===== src/rtl/lpd_pkg.sv =====
`timescale 1ns / 1ps
// ----------------------------------------------------------------------------
// lpd_pkg
// Shared types and constants for the length-prefixed deframer.
// ----------------------------------------------------------------------------
package lpd_pkg;

	// Widths of the stream word and of the length register.
	localparam int unsigned WORD_W = 32;
	localparam int unsigned LEN_W  = 16;

	// Reset value of the length limit.
	localparam logic [LEN_W-1:0] MAX_LENGTH_RST = LEN_W'(1000);

	// Result queue geometry.
	localparam int unsigned QUEUE_DEPTH = 4;
	localparam int unsigned QPTR_W      = $clog2(QUEUE_DEPTH);
	localparam int unsigned QCNT_W      = $clog2(QUEUE_DEPTH + 1);

	// One result item as it leaves the block.
	typedef struct packed {
		logic signed [WORD_W-1:0] word_out;
		logic                     name_flag;
		logic                     last_flag;
		logic                     length_error;
	} out_item_t;

	// Up to two results written into the queue in one cycle.
	typedef struct packed {
		logic      push0;
		logic      push1;
		out_item_t item0;
		out_item_t item1;
	} push_t;

endpackage


===== src/rtl/lpd_if.sv =====
`timescale 1ns / 1ps
// ----------------------------------------------------------------------------
// lpd_if
// Valid/ready channels of the deframer: input words, results, configuration.
// ----------------------------------------------------------------------------

// Input word channel.
interface lpd_in_if;
	logic                             valid;
	logic                             ready;
	logic signed [lpd_pkg::WORD_W-1:0] word_in;

	modport source (output valid, output word_in, input ready);
	modport sink   (input valid, input word_in, output ready);
endinterface

// Result channel.
interface lpd_out_if;
	logic                             valid;
	logic                             ready;
	logic signed [lpd_pkg::WORD_W-1:0] word_out;
	logic                             name_flag;
	logic                             last_flag;
	logic                             length_error;

	modport source (output valid, output word_out, output name_flag,
		output last_flag, output length_error, input ready);
	modport sink   (input valid, input word_out, input name_flag,
		input last_flag, input length_error, output ready);
endinterface

// Configuration write channel for the length limit.
interface lpd_cfg_if;
	logic                       valid;
	logic                       ready;
	logic [lpd_pkg::LEN_W-1:0] max_length;

	modport source (output valid, output max_length, input ready);
	modport sink   (input valid, input max_length, output ready);
endinterface


===== src/rtl/lpd_parser.sv =====
`timescale 1ns / 1ps
// ----------------------------------------------------------------------------
// lpd_parser
// Frame state machine: decodes each accepted word into zero, one or two
// results and keeps the frame name, the remaining count and the length limit.
// ----------------------------------------------------------------------------
module lpd_parser (
	input  logic                              clk,
	input  logic                              arst_n,
	input  logic                              accept,
	input  logic signed [lpd_pkg::WORD_W-1:0] word_in,
	input  logic                              cfg_we,
	input  logic [lpd_pkg::LEN_W-1:0]         cfg_max_length,
	output lpd_pkg::push_t                    push
);

	typedef enum logic [1:0] {
		PH_SYNC,
		PH_NAME,
		PH_LEN,
		PH_DATA
	} phase_t;

	phase_t                            phase_q;
	logic signed [lpd_pkg::WORD_W-1:0] held_name_q;
	logic [lpd_pkg::LEN_W-1:0]         words_left_q;
	logic [lpd_pkg::LEN_W-1:0]         max_length_q;

	logic                              len_too_big;
	logic                              len_zero;
	logic                              last_data;
	lpd_pkg::out_item_t                name_item;

	// Length checks and the closing name item.
	assign len_too_big = $unsigned(word_in) > {{(lpd_pkg::WORD_W - lpd_pkg::LEN_W){1'b0}},
		max_length_q};
	assign len_zero    = (word_in == '0);
	assign last_data   = (words_left_q <= lpd_pkg::LEN_W'(1));

	always_comb begin
		name_item.word_out     = held_name_q;
		name_item.name_flag    = 1'b1;
		name_item.last_flag    = 1'b1;
		name_item.length_error = 1'b0;
	end

	// Results caused by the word on the input.
	always_comb begin
		push       = '0;
		push.item1 = name_item;
		unique case (phase_q)
			PH_LEN: begin
				if (len_too_big) begin
					push.push0              = accept;
					push.item0.length_error = 1'b1;
				end else if (len_zero) begin
					push.push0 = accept;
					push.item0 = name_item;
				end
			end
			PH_DATA: begin
				push.push0          = accept;
				push.push1          = accept & last_data;
				push.item0.word_out = word_in;
			end
			default: begin
			end
		endcase
	end

	// Phase, frame registers and the length limit.
	always_ff @(posedge clk or negedge arst_n) begin
		if (!arst_n) begin
			phase_q      <= PH_SYNC;
			held_name_q  <= '0;
			words_left_q <= '0;
			max_length_q <= lpd_pkg::MAX_LENGTH_RST;
		end else begin
			if (cfg_we) begin
				max_length_q <= cfg_max_length;
			end
			if (accept) begin
				unique case (phase_q)
					PH_SYNC: begin
						if (len_zero) begin
							phase_q <= PH_NAME;
						end
					end
					PH_NAME: begin
						held_name_q <= word_in;
						phase_q     <= PH_LEN;
					end
					PH_LEN: begin
						if (len_too_big || len_zero) begin
							phase_q <= PH_SYNC;
						end else begin
							words_left_q <= word_in[lpd_pkg::LEN_W-1:0];
							phase_q      <= PH_DATA;
						end
					end
					PH_DATA: begin
						if (last_data) begin
							words_left_q <= '0;
							phase_q      <= PH_SYNC;
						end else begin
							words_left_q <= words_left_q - lpd_pkg::LEN_W'(1);
						end
					end
					default: begin
					end
				endcase
			end
		end
	end

	// A second result only ever follows a first one.
	a_push_order: assert property (@(posedge clk) disable iff (!arst_n)
		push.push1 |-> push.push0)
		else $error("second result without a first");

	// The payload phase never holds a zero count.
	a_count_live: assert property (@(posedge clk) disable iff (!arst_n)
		(phase_q == PH_DATA) |-> (words_left_q != '0))
		else $error("payload phase with zero count");

	// Leaving the length phase into payload always loads a nonzero count.
	a_len_load: assert property (@(posedge clk) disable iff (!arst_n)
		(accept && phase_q == PH_LEN && !len_too_big && !len_zero)
		|=> (phase_q == PH_DATA && words_left_q == $past(word_in[lpd_pkg::LEN_W-1:0])))
		else $error("count not loaded from length word");

endmodule


===== src/rtl/lpd_queue.sv =====
`timescale 1ns / 1ps
// ----------------------------------------------------------------------------
// lpd_queue
// Small result queue: takes up to two results a cycle, hands out one.
// ----------------------------------------------------------------------------
module lpd_queue (
	input  logic               clk,
	input  logic               arst_n,
	input  lpd_pkg::push_t     push,
	output logic               space,
	output logic               out_valid,
	input  logic               out_ready,
	output lpd_pkg::out_item_t out_item
);

	lpd_pkg::out_item_t          mem_q [lpd_pkg::QUEUE_DEPTH];
	logic [lpd_pkg::QPTR_W-1:0]  wr_ptr_q;
	logic [lpd_pkg::QPTR_W-1:0]  rd_ptr_q;
	logic [lpd_pkg::QCNT_W-1:0]  count_q;
	logic [lpd_pkg::QPTR_W-1:0]  wr_next;
	logic [lpd_pkg::QCNT_W-1:0]  n_push;
	logic                        pop;

	// Room for a worst-case pair of results.
	assign space     = (count_q <= lpd_pkg::QCNT_W'(lpd_pkg::QUEUE_DEPTH - 2));
	assign out_valid = (count_q != '0);
	assign out_item  = mem_q[rd_ptr_q];
	assign pop       = out_valid & out_ready;
	assign wr_next   = wr_ptr_q + lpd_pkg::QPTR_W'(1);
	assign n_push    = lpd_pkg::QCNT_W'(push.push0) + lpd_pkg::QCNT_W'(push.push1);

	// Entry storage.
	always_ff @(posedge clk) begin
		if (push.push0) begin
			mem_q[wr_ptr_q] <= push.item0;
		end
		if (push.push1) begin
			mem_q[wr_next] <= push.item1;
		end
	end

	// Pointers and fill count.
	always_ff @(posedge clk or negedge arst_n) begin
		if (!arst_n) begin
			wr_ptr_q <= '0;
			rd_ptr_q <= '0;
			count_q  <= '0;
		end else begin
			wr_ptr_q <= wr_ptr_q + lpd_pkg::QPTR_W'(n_push);
			if (pop) begin
				rd_ptr_q <= rd_ptr_q + lpd_pkg::QPTR_W'(1);
			end
			count_q <= count_q + n_push - lpd_pkg::QCNT_W'(pop);
		end
	end

	// The fill count never passes the depth.
	a_no_overflow: assert property (@(posedge clk) disable iff (!arst_n)
		count_q <= lpd_pkg::QCNT_W'(lpd_pkg::QUEUE_DEPTH))
		else $error("result queue overflow");

	// Results are only written while there is room for a pair.
	a_push_room: assert property (@(posedge clk) disable iff (!arst_n)
		push.push0 |-> space)
		else $error("result written without room");

	// Pointer distance agrees with the fill count.
	a_ptr_count: assert property (@(posedge clk) disable iff (!arst_n)
		(wr_ptr_q - rd_ptr_q) == count_q[lpd_pkg::QPTR_W-1:0])
		else $error("queue pointers disagree with count");

endmodule


===== src/rtl/length_prefixed_deframer.sv =====
`timescale 1ns / 1ps
// ----------------------------------------------------------------------------
// length_prefixed_deframer
// Cuts a 32-bit word stream into sync / name / length / payload frames and
// emits payload words, then the frame name last (or a length error item).
// ----------------------------------------------------------------------------
//  Channel  Dir  Beat payload
//  in_ch    in   word_in (one stream word)
//  out_ch   out  word_out, name_flag, last_flag, length_error
//  cfg      in   max_length (length limit)
//
// One input word is taken per cycle while input ready is high; its results
// land in a four-entry queue in the same cycle and can leave from the
// next cycle on. The final payload word yields two results, so the output
// side sets the sustained rate: one result per cycle while out_ch is ready.
// Input ready drops while the queue has room for fewer than two results.
// Reset (arst_n low) returns to sync hunting and sets the limit to 1000.
// The configuration channel is always ready.
// ----------------------------------------------------------------------------
module length_prefixed_deframer (
	input  logic      clk,
	input  logic      arst_n,
	lpd_in_if.sink    in_ch,
	lpd_out_if.source out_ch,
	lpd_cfg_if.sink   cfg
);

	lpd_pkg::push_t     push;
	lpd_pkg::out_item_t out_item;
	logic               space;
	logic               accept;

	// Input handshake.
	assign in_ch.ready = space;
	assign accept      = in_ch.valid & space;
	assign cfg.ready   = 1'b1;

	// Frame decoding.
	lpd_parser u_parser (
		.clk            (clk),
		.arst_n         (arst_n),
		.accept         (accept),
		.word_in        (in_ch.word_in),
		.cfg_we         (cfg.valid),
		.cfg_max_length (cfg.max_length),
		.push           (push)
	);

	// Result queue.
	lpd_queue u_queue (
		.clk       (clk),
		.arst_n    (arst_n),
		.push      (push),
		.space     (space),
		.out_valid (out_ch.valid),
		.out_ready (out_ch.ready),
		.out_item  (out_item)
	);

	// Output beat fields.
	assign out_ch.word_out     = out_item.word_out;
	assign out_ch.name_flag    = out_item.name_flag;
	assign out_ch.last_flag    = out_item.last_flag;
	assign out_ch.length_error = out_item.length_error;

endmodule


===== src/flat_wrapper.sv =====
// flat-port wrapper written by rule: the top's interface ports become plain ports
module length_prefixed_deframer_flat 
  (clk, arst_n, in_ch_valid, in_ch_word_in, in_ch_ready, out_ch_valid, out_ch_word_out, out_ch_name_flag, out_ch_last_flag, out_ch_length_error, out_ch_ready, cfg_valid, cfg_max_length, cfg_ready);
  lpd_in_if in_ch_i ();
  lpd_out_if out_ch_i ();
  lpd_cfg_if cfg_i ();
  input  logic clk;
  input  logic arst_n;
  input wire logic [$bits(in_ch_i.valid)-1:0] in_ch_valid;
  input wire logic [$bits(in_ch_i.word_in)-1:0] in_ch_word_in;
  output wire logic [$bits(in_ch_i.ready)-1:0] in_ch_ready;
  output wire logic [$bits(out_ch_i.valid)-1:0] out_ch_valid;
  output wire logic [$bits(out_ch_i.word_out)-1:0] out_ch_word_out;
  output wire logic [$bits(out_ch_i.name_flag)-1:0] out_ch_name_flag;
  output wire logic [$bits(out_ch_i.last_flag)-1:0] out_ch_last_flag;
  output wire logic [$bits(out_ch_i.length_error)-1:0] out_ch_length_error;
  input wire logic [$bits(out_ch_i.ready)-1:0] out_ch_ready;
  input wire logic [$bits(cfg_i.valid)-1:0] cfg_valid;
  input wire logic [$bits(cfg_i.max_length)-1:0] cfg_max_length;
  output wire logic [$bits(cfg_i.ready)-1:0] cfg_ready;
  assign in_ch_i.valid = in_ch_valid;
  assign in_ch_i.word_in = in_ch_word_in;
  assign in_ch_ready = in_ch_i.ready;
  assign out_ch_valid = out_ch_i.valid;
  assign out_ch_word_out = out_ch_i.word_out;
  assign out_ch_name_flag = out_ch_i.name_flag;
  assign out_ch_last_flag = out_ch_i.last_flag;
  assign out_ch_length_error = out_ch_i.length_error;
  assign out_ch_i.ready = out_ch_ready;
  assign cfg_i.valid = cfg_valid;
  assign cfg_i.max_length = cfg_max_length;
  assign cfg_ready = cfg_i.ready;
  length_prefixed_deframer u_core (.clk(clk), .arst_n(arst_n), .in_ch(in_ch_i), .out_ch(out_ch_i), .cfg(cfg_i));
endmodule

===== config.mk =====
export PLATFORM = sky130hd
export DESIGN_NAME = length_prefixed_deframer_flat
export DESIGN_NICKNAME = d
export VERILOG_FILES = /design/src/rtl/lpd_pkg.sv /design/src/rtl/lpd_if.sv /design/src/rtl/lpd_parser.sv /design/src/rtl/lpd_queue.sv /design/src/rtl/length_prefixed_deframer.sv /design/src/flat_wrapper.sv
export SDC_FILE = /design/constraint.sdc
export NUM_CORES = 1
export LEC_CHECK = 0
export ABC_AREA = 1
export BUFFER_PORTS_ARGS = -buffer_cell sky130_fd_sc_hd__buf_2
export CAP_MARGIN = 25
export CORE_MARGIN = 5
export CORE_UTILIZATION = 55
export DETAILED_ROUTE_END_ITERATION = 7
export MAX_ROUTING_LAYER = met4
export PLACE_DENSITY = 0.85
export SLEW_MARGIN = 20
export SYNTH_ARGS = -nofsm -noshare
export SYNTH_HDL_FRONTEND = slang
export SYNTH_SLANG_ARGS = --single-unit
export TNS_END_PERCENT = 100

===== constraint.sdc =====
create_clock -name clk -period 3.4 [get_ports clk]
set_clock_uncertainty 0.2 [all_clocks]
set_input_delay 0.51 -clock clk [delete_from_list [all_inputs] [get_ports clk]]
set_output_delay 0.51 -clock clk [all_outputs]
set_load 0.05 [all_outputs]

==> results of run 1 <==
-- Yosys cell counts, types with 2 or more instances --
| library cell | instances | area share (%) |
|---|---|---|
| o21ai_0 | 150 | 6.6 |
| a21oi_1 | 22 | 0.97 |
| buf_1 | 3 | 0.099 |
| xnor2_1 | 4 | 0.31 |
| o2111ai_1 | 4 | 0.31 |
| edfxtp_1 | 128 | 34 |
| nor2_1 | 141 | 4.6 |
| inv_1 | 104 | 3.4 |
| o21ai_1 | 8 | 0.35 |
| inv_2 | 9 | 0.30 |
| mux2_2 | 8 | 0.79 |
| nand3_4 | 2 | 0.31 |
| buf_6 | 2 | 0.20 |
| nand4_1 | 15 | 0.82 |
| o22ai_1 | 45 | 2.5 |
| nand3_1 | 42 | 1.8 |
| nand2_1 | 532 | 18 |
| clkbuf_1 | 49 | 1.6 |
| buf_4 | 3 | 0.20 |
| dfrtp_1 | 67 | 15 |
| ha_1 | 21 | 2.3 |
| nand2_2 | 2 | 0.11 |
| dfxtp_1 | 8 | 1.4 |
| nor3_1 | 3 | 0.13 |
| dfstp_2 | 6 | 1.4 |
| xor2_1 | 13 | 1.0 |
| buf_2 | 19 | 0.84 |
| nand3_2 | 3 | 0.26 |
-- flip-flops by register name, summed over array words and instances (netlist names) --
name and count:
u_core.u_queue.rd_ptr_q 2, u_core.u_parser.held_name_q 32, u_core.u_parser.max_length_q 16, u_core.u_queue.mem_q 136, u_core.u_queue.wr_ptr_q 2, u_core.u_parser.phase_q 2, u_core.u_queue.count_q 3, u_core.u_parser.words_left_q 16
-- worst register-to-register path, cell delays in order (launching register included) --
cell	delay (ps)
dfstp_2	520
inv_1	50
ha_1	290
nand2_1	70
nor2_1	150
nand4_1	100
nor2_1	110
nand2_1	110
nand3_2	120
nand3_4	70
nand2_1	80
inv_1	40
ha_1	310
or2_4	280
nand2_1	70
ha_1	170
fa_1	420
-- kinds of logic after synthesis --
family	synth area share, %
AND/OR/NAND/NOR	26.3
AO/OA/AOI/OAI	11.0
flip-flops	51.3
buffers and inverters	6.75
adder cells (fa/ha/maj)	2.48
XOR/XNOR	1.31
multiplexers	0.791
other	0.0329
-- per-stage QoR --
stage | instance area (um^2) | hold WS (ps)
floorplan | 11400 | 14.4
global placement | 12300 | 236
detailed placement | 12300 | 243
CTS | 13100 | 2.27
global route | 13100 | 24.4
finish | 13100 | 11.4
-- power by group through the flow --
stage	clock, mW	combinational, mW	sequential (mW)
final	2.51	4.70	3.70
after global placement	0	4.49	3.68
after CTS	2.52	4.64	3.67
after global routing	2.64	5.05	3.75
after detailed placement	0	4.59	3.71
after floorplan	0	3.34	3.53
-- worst min path at each step --
| stage | from | endpoint | slack [ps] | cells after the start |
|---|---|---|---|---|
| final | cfg_max_length[13] | u_core.u_parser.max_length_q[13] | 10 | 3 |
| after global routing | cfg_max_length[5] | u_core.u_parser.max_length_q[5] | 20 | 3 |
| after CTS | cfg_max_length[6] | u_core.u_parser.max_length_q[6] | 2 | 3 |
| after detailed placement | u_core.u_queue.mem_q[2][1] | u_core.u_queue.mem_q[2][1] | 240 | 2 |
| after global placement | u_core.u_queue.mem_q[2][1] | u_core.u_queue.mem_q[2][1] | 240 | 2 |
| after floorplan | arst_n | u_core.u_parser.held_name_q[0] | 10 | 0 |
-- layout make-up --
type,instances,area share [%]
Antenna cell,1,0.0191
Clock buffer,27,4.51
Clock inverter,13,1.20
Inverter,114,3.26
Multi-Input combinational cell,1029,36.6
Sequential cell,209,44.5
Tap cell,270,2.58
Timing Repair Buffer,135,7.27
-- cell usage in the layout (no fill, tap or decap), drive strengths merged, types with 13 or more instances in the layout --
cell    Yosys  final
ha         21     21
nand4      15     15
xor2       13     13
o22ai      45     45
buf        27    134
edfxtp    128    128
clkbuf     50     27
dfrtp      67     67
inv       113    113
a21oi      23     23
nand3      47     47
nand2     534    534
o21ai     158    158
nor2      143    143
-- what timing repair did --
action / CTS / global route
resized for setup: 0 / 2
setup endpoints to repair: 0 / 2
endpoints found under the hold margin: 0 / 19
hold buffers: 0 / 1
-- per-layer routing --
| metal | global-route usage [%] | up-vias | wire length (um) |
|---|---|---|---|
| met5 | - | - | 0 |
| met2 | 46.0 | 678 | 15900 |
| met4 | 11.0 | 0 | 1140 |
| met1 | 37.1 | 4834 | 12600 |
| li1 | - | 4839 | - |
| met3 | 5.31 | 118 | 3980 |
==> reports/metrics.cfg, run 1 <==
[sta]
finalHoldViolCount = 0
slew_headroom_pct = 53.2
slew_viol_final = 0
layout_setup_ws_ps = 107
fin_crit_ps = 3290
tightest_slew_ps = 701
setup_viol = 0
fmaxAchievable_mhz = 304
period_share_pct = 96.9
fin_setup_tns_ps = 0
rsz0062_at_grt = no

[setup_path]
slowest_delay_ps = 520
start_kind = flop
end_kind = flop
rr_endpoint = u_core.u_queue.count_q[1]
r2r_setup_slack_ps = 110
path_max_fanout = 3
critPathMostFrequentCell = nand2_1
startpoint = u_core.u_parser.max_length_q[7]
critPathArrivalTime_ps = 3460
crit_family = adder cells
worstPathCellList = inv_1 > ha_1 > nand2_1 > nor2_1 > nand4_1 > nor2_1 > nand2_1 > nand3_2 > nand3_4 > nand2_1 > inv_1 > ha_1 > or2_4 > nand2_1 > ha_1 > fa_1
required_ps = 3570
worstReg2RegStart = u_core.u_parser.max_length_q[7]
crit_end = u_core.u_queue.count_q[1]
cp_num_cells = 16
r2r.worst_path.cells = 16
path_buf_inv = 2
slowest_stage = dfstp_2
critical_path_class = reg2reg

[finish]
layout.area.seq_um2 = 5840
fin_util_pct = 64.6
area_delta_synth_final_pct = 15.1
stdcell_count = 1798
drive_gt1_share_pct = 13.5
multiInputGateArea_um2 = 4800
layout.nets = 1586
fillers = 1595

[global_route]
antenna_found_initial = 1
grt_usage_pct = 28.9
overflow = 0
grt_pass1_wl_um = 53600
grt_max_degree = 74
grt_pass1_vias = 10300

[place]
dp_cells = 1755
dp.final_hpwl_um = 21600
gp_congestion = 0.969
pre_cts_slack_ps = -41.2
port_buffers = 89

[route]
routed_wl_um = 33600
wire_per_inst_um = 18.7
initialDrtViolationCount = 1264
final_antenna_net_count = 0
vias_per_cell = 5.82
vias = 10500
drc = 0
dr.pass1.iters = 5

[clock_network]
path_clk_slew_ps = 60
cts_tree = yes
cts_buffer_depth = 3
h-tree-depth = 1
root_buffer = clkbuf_16
cts_buffers = 22
clock-sinks = 209
cts_setup_buffers = 0
insertion_delay_ps = 510

[die]
coreArea_um2 = 20300
die_area_um2 = 23700
die_width_um = 154
boundaryPins = 91
start_util_pct = 56.1
die_h_um = 154
rows = 52

[power_and_ir_drop]
ir_worst_vdd_v = 0.000446
p_total_mw = 10.9
pwr-share-seq_pct = 33.9
combPwrFrac_pct = 43.1
pwr-share-clk_pct = 23.0
power_leakage_nw = 5.94
power.internal_mw = 5.93
p_per_area_nw_per_um2 = 833
p_switching_mw = 4.99
swShare_pct = 45.7

[synth]
async_flop_share_pct = 34.9
syn_avg_cell_area_um2 = 7.97
ys_ff_latch = 209
syn_inst = 1429
synth_edf_count = 128
synth.net_count = 1504
ys_warn_count = 0
synth_top_flop_cell = edfxtp_1
ys_types = 44
synth_area_um2 = 11400
yosysSeqAreaShare_pct = 51.3

[status]
status = finished, final reports clean

[flow_run]
drv_cap = 0

[min_path]
min_path_type = in2reg

Power figures use the tool's default switching activity.
==> inputs of run 2 (changes only) <==
Settings changed: CELL_PAD_IN_SITES_DETAIL_PLACEMENT set to 0, CELL_PAD_IN_SITES_GLOBAL_PLACEMENT set to 1, CORE_UTILIZATION 55 to 41.
Clock period 3.4 ns to 2.7 ns, I/O delays scaled along.
==> reports/metrics.cfg, run 2 (synthesized netlist as in run 1, its figures left out) <==
[sta]
slew_viol_final = 0  ; unchanged
fmaxAchievable_mhz = 334  ; +9.9%
fin_crit_ps = 3000  ; -296 ps
setup_viol = 143  ; +143
rsz0062_at_grt = yes
layout_setup_ws_ps = -297  ; -404 ps
slew_headroom_pct = 60.2  ; +6.9 points
finalHoldViolCount = 0  ; unchanged
tightest_slew_ps = 591  ; -109 ps
period_share_pct = 111  ; +14 points

[clock_network]
cts_buffer_depth = 3  ; unchanged
cts_tree = yes
path_clk_slew_ps = 60  ; about the same
h-tree-depth = 1  ; unchanged
insertion_delay_ps = 520  ; about the same
clock-sinks = 209  ; unchanged
root_buffer = clkbuf_16
cts_buffers = 24  ; +9.1%

[status]
violations = negative setup slack
status = finished with violations

[power_and_ir_drop]
power_leakage_nw = 6.70  ; +13%
p_per_area_nw_per_um2 = 973  ; +17%
ir_worst_vdd_v = 0.000434  ; -2.7%

[setup_path]
end_kind = flop
r2r_setup_slack_ps = -300  ; -400 ps
worstReg2RegStart = u_core.u_parser.max_length_q[7]
required_ps = 2900  ; -670 ps
critical_path_class = reg2reg
rr_endpoint = u_core.u_queue.count_q[2]
r2r.worst_path.cells = 17  ; +1
critPathArrivalTime_ps = 3190  ; -270 ps
path_max_fanout = 3  ; unchanged
start_kind = flop

[place]
gp_congestion = 0.897  ; -7.5%
detailed_place.area_um2 = 13400  ; +8.7%
pre_cts_slack_ps = -499  ; -457 ps
dp.final_hpwl_um = 23600  ; +8.9%
port_buffers = 89  ; unchanged

[global_route]
grt_pass1_wl_um = 54700  ; +2.2%
met2_usage_pct = 37.5  ; -8.6 points
grt_usage_pct = 22.9  ; -6.0 points
grt_pass1_vias = 10100  ; -1.9%
gr-usage-met3_pct = 3.33  ; -2.0 points
use_met1_pct = 29.9  ; -7.2 points
antenna_found_initial = 1  ; unchanged
grt_max_degree = 69  ; -6.8%
busiest_layer = met2
overflow = 0  ; unchanged

[die]
start_util_pct = 41.2  ; -15 points
die_h_um = 177  ; +15%
die_area_um2 = 31200  ; +32%
die_width_um = 177  ; +15%
rows = 61  ; +17%
coreArea_um2 = 27600  ; +36%
boundaryPins = 91  ; unchanged

[min_path]
hp-start = in_ch_word_in[16]
hold_end = u_core.u_parser.held_name_q[16]
min_path_cells = 4  ; +1
min_path_type = in2reg

[finish]
top_register = u_core.u_queue.mem_q
final_area_um2 = 15200  ; +16%
fin_util_pct = 55.1  ; -9.5 points
fillers = 2489  ; +56%
largestRegisters = u_core.u_queue.mem_q (136), u_core.u_parser.held_name_q (32)
final_common_cell = nand2_1
layout_common_cells = 488 x nand2_1, 135 x nor2_1, 128 x edfxtp_1
largest_reg_flops = 136  ; unchanged
layout.nets = 1720  ; +8.4%
drive_gt1_share_pct = 25.7  ; +12 points
area_delta_synth_final_pct = 33.7

[route]
wire_per_inst_um = 17.6  ; -5.9%
final_antenna_net_count = 0  ; unchanged
drc = 0  ; unchanged
initialDrtViolationCount = 925  ; -27%
routed_wl_um = 35900  ; +6.8%
vias = 10600  ; +0.92%
vias_per_cell = 5.17  ; -11%
dr.pass1.iters = 5  ; unchanged

[flow_run]
drv_cap = 0  ; unchanged

[run 2: cell types whose count changed in the layout (fill, tap and decap cells not counted), moves of 9 or more]
cell / before / now
dlygate4sd3_1: 1 / 19
nand3_2: 3 / 17
nand3_1: 42 / 15
nand3_4: 2 / 15
nand2_1: 532 / 488
buf_12: 11 / 20
nand2_4: 0 / 15
nand2_2: 2 / 30
o21ai_0: 150 / 127
buf_6: 0 / 13
o21ai_1: 8 / 23
buf_4: 34 / 122
[run 2: layout make-up]
cell class	instances	area (um^2)	share of cell area, %
Tap cell	378	473	3.11
Clock buffer	28	637	4.18
Antenna cell	1	2.50	0.0164
Multi-Input combinational cell	1029	5420	35.6
Clock inverter	16	179	1.18
Sequential cell	209	5840	38.4
Inverter	114	433	2.84
Timing Repair Buffer	267	2240	14.7
[run 2: metal layers]
| layer | up-vias | wire (um) |
|---|---|---|
| met2 | 425 | 17200 |
| li1 | 5113 | - |
| met3 | 79 | 3000 |
| met4 | 0 | 956 |
| met5 | - | 0 |
| met1 | 4948 | 14800 |
[run 2: worst max-delay path, cell delays in order (launching register included)]
cell and delay (ps):
dfstp_2 520, inv_2 40, ha_4 250, a21o_1 150
nor2_1 90, nand2_1 60, nand2_1 70, nand3_2 100
nand3_4 120, nand3_4 70, nand2_2 80, inv_2 40
ha_4 260, or2_4 120, nand2_4 50, ha_4 150
fa_2 360, xnor2_2 130
[run 2: how the worst max path moves through the flow]
stage                                      to  cells past startpoint                            start
global route        u_core.u_queue.count_q[2]                     17  u_core.u_parser.max_length_q[7]
finish              u_core.u_queue.count_q[2]                     17  u_core.u_parser.max_length_q[7]
global placement    u_core.u_queue.count_q[1]                     16                in_ch_word_in[15]
CTS                 u_core.u_queue.count_q[1]                     16  u_core.u_parser.max_length_q[7]
floorplan           u_core.u_queue.count_q[1]                     17  u_core.u_parser.max_length_q[9]
detailed placement  u_core.u_queue.count_q[1]                     16                in_ch_word_in[15]
[run 2: power breakdown]
part	switching [mW]	internal [mW]	leakage, nW	total (mW)
clock	1.32	2.06	0.396	3.38
sequential	0.729	3.99	2.14	4.72
combinational	4.62	2.09	4.17	6.71
[run 2: through the flow]
step                setup TNS, ps  power (mW)  std cells  hold WS (ps)
floorplan                    -683        8.73       1429         -90.6
global placement            -7900        10.8       1955           225
detailed placement         -17310        11.0       1955           224
CTS                         -1520        14.5       2026          1.87
global route               -38930        15.6       2042          38.6
finish                      -9790        14.8       2042          11.8
[run 2: timing repair]
action                                  4_1_cts  5_1_grt
endpoints found under the setup margin       67      276
hold endpoints to repair                     55        0
buffers inserted                              8       14
pin swaps                                    24       63
resized for setup                            33      127
cloned                                        3        2
hold buffers                                 19        0
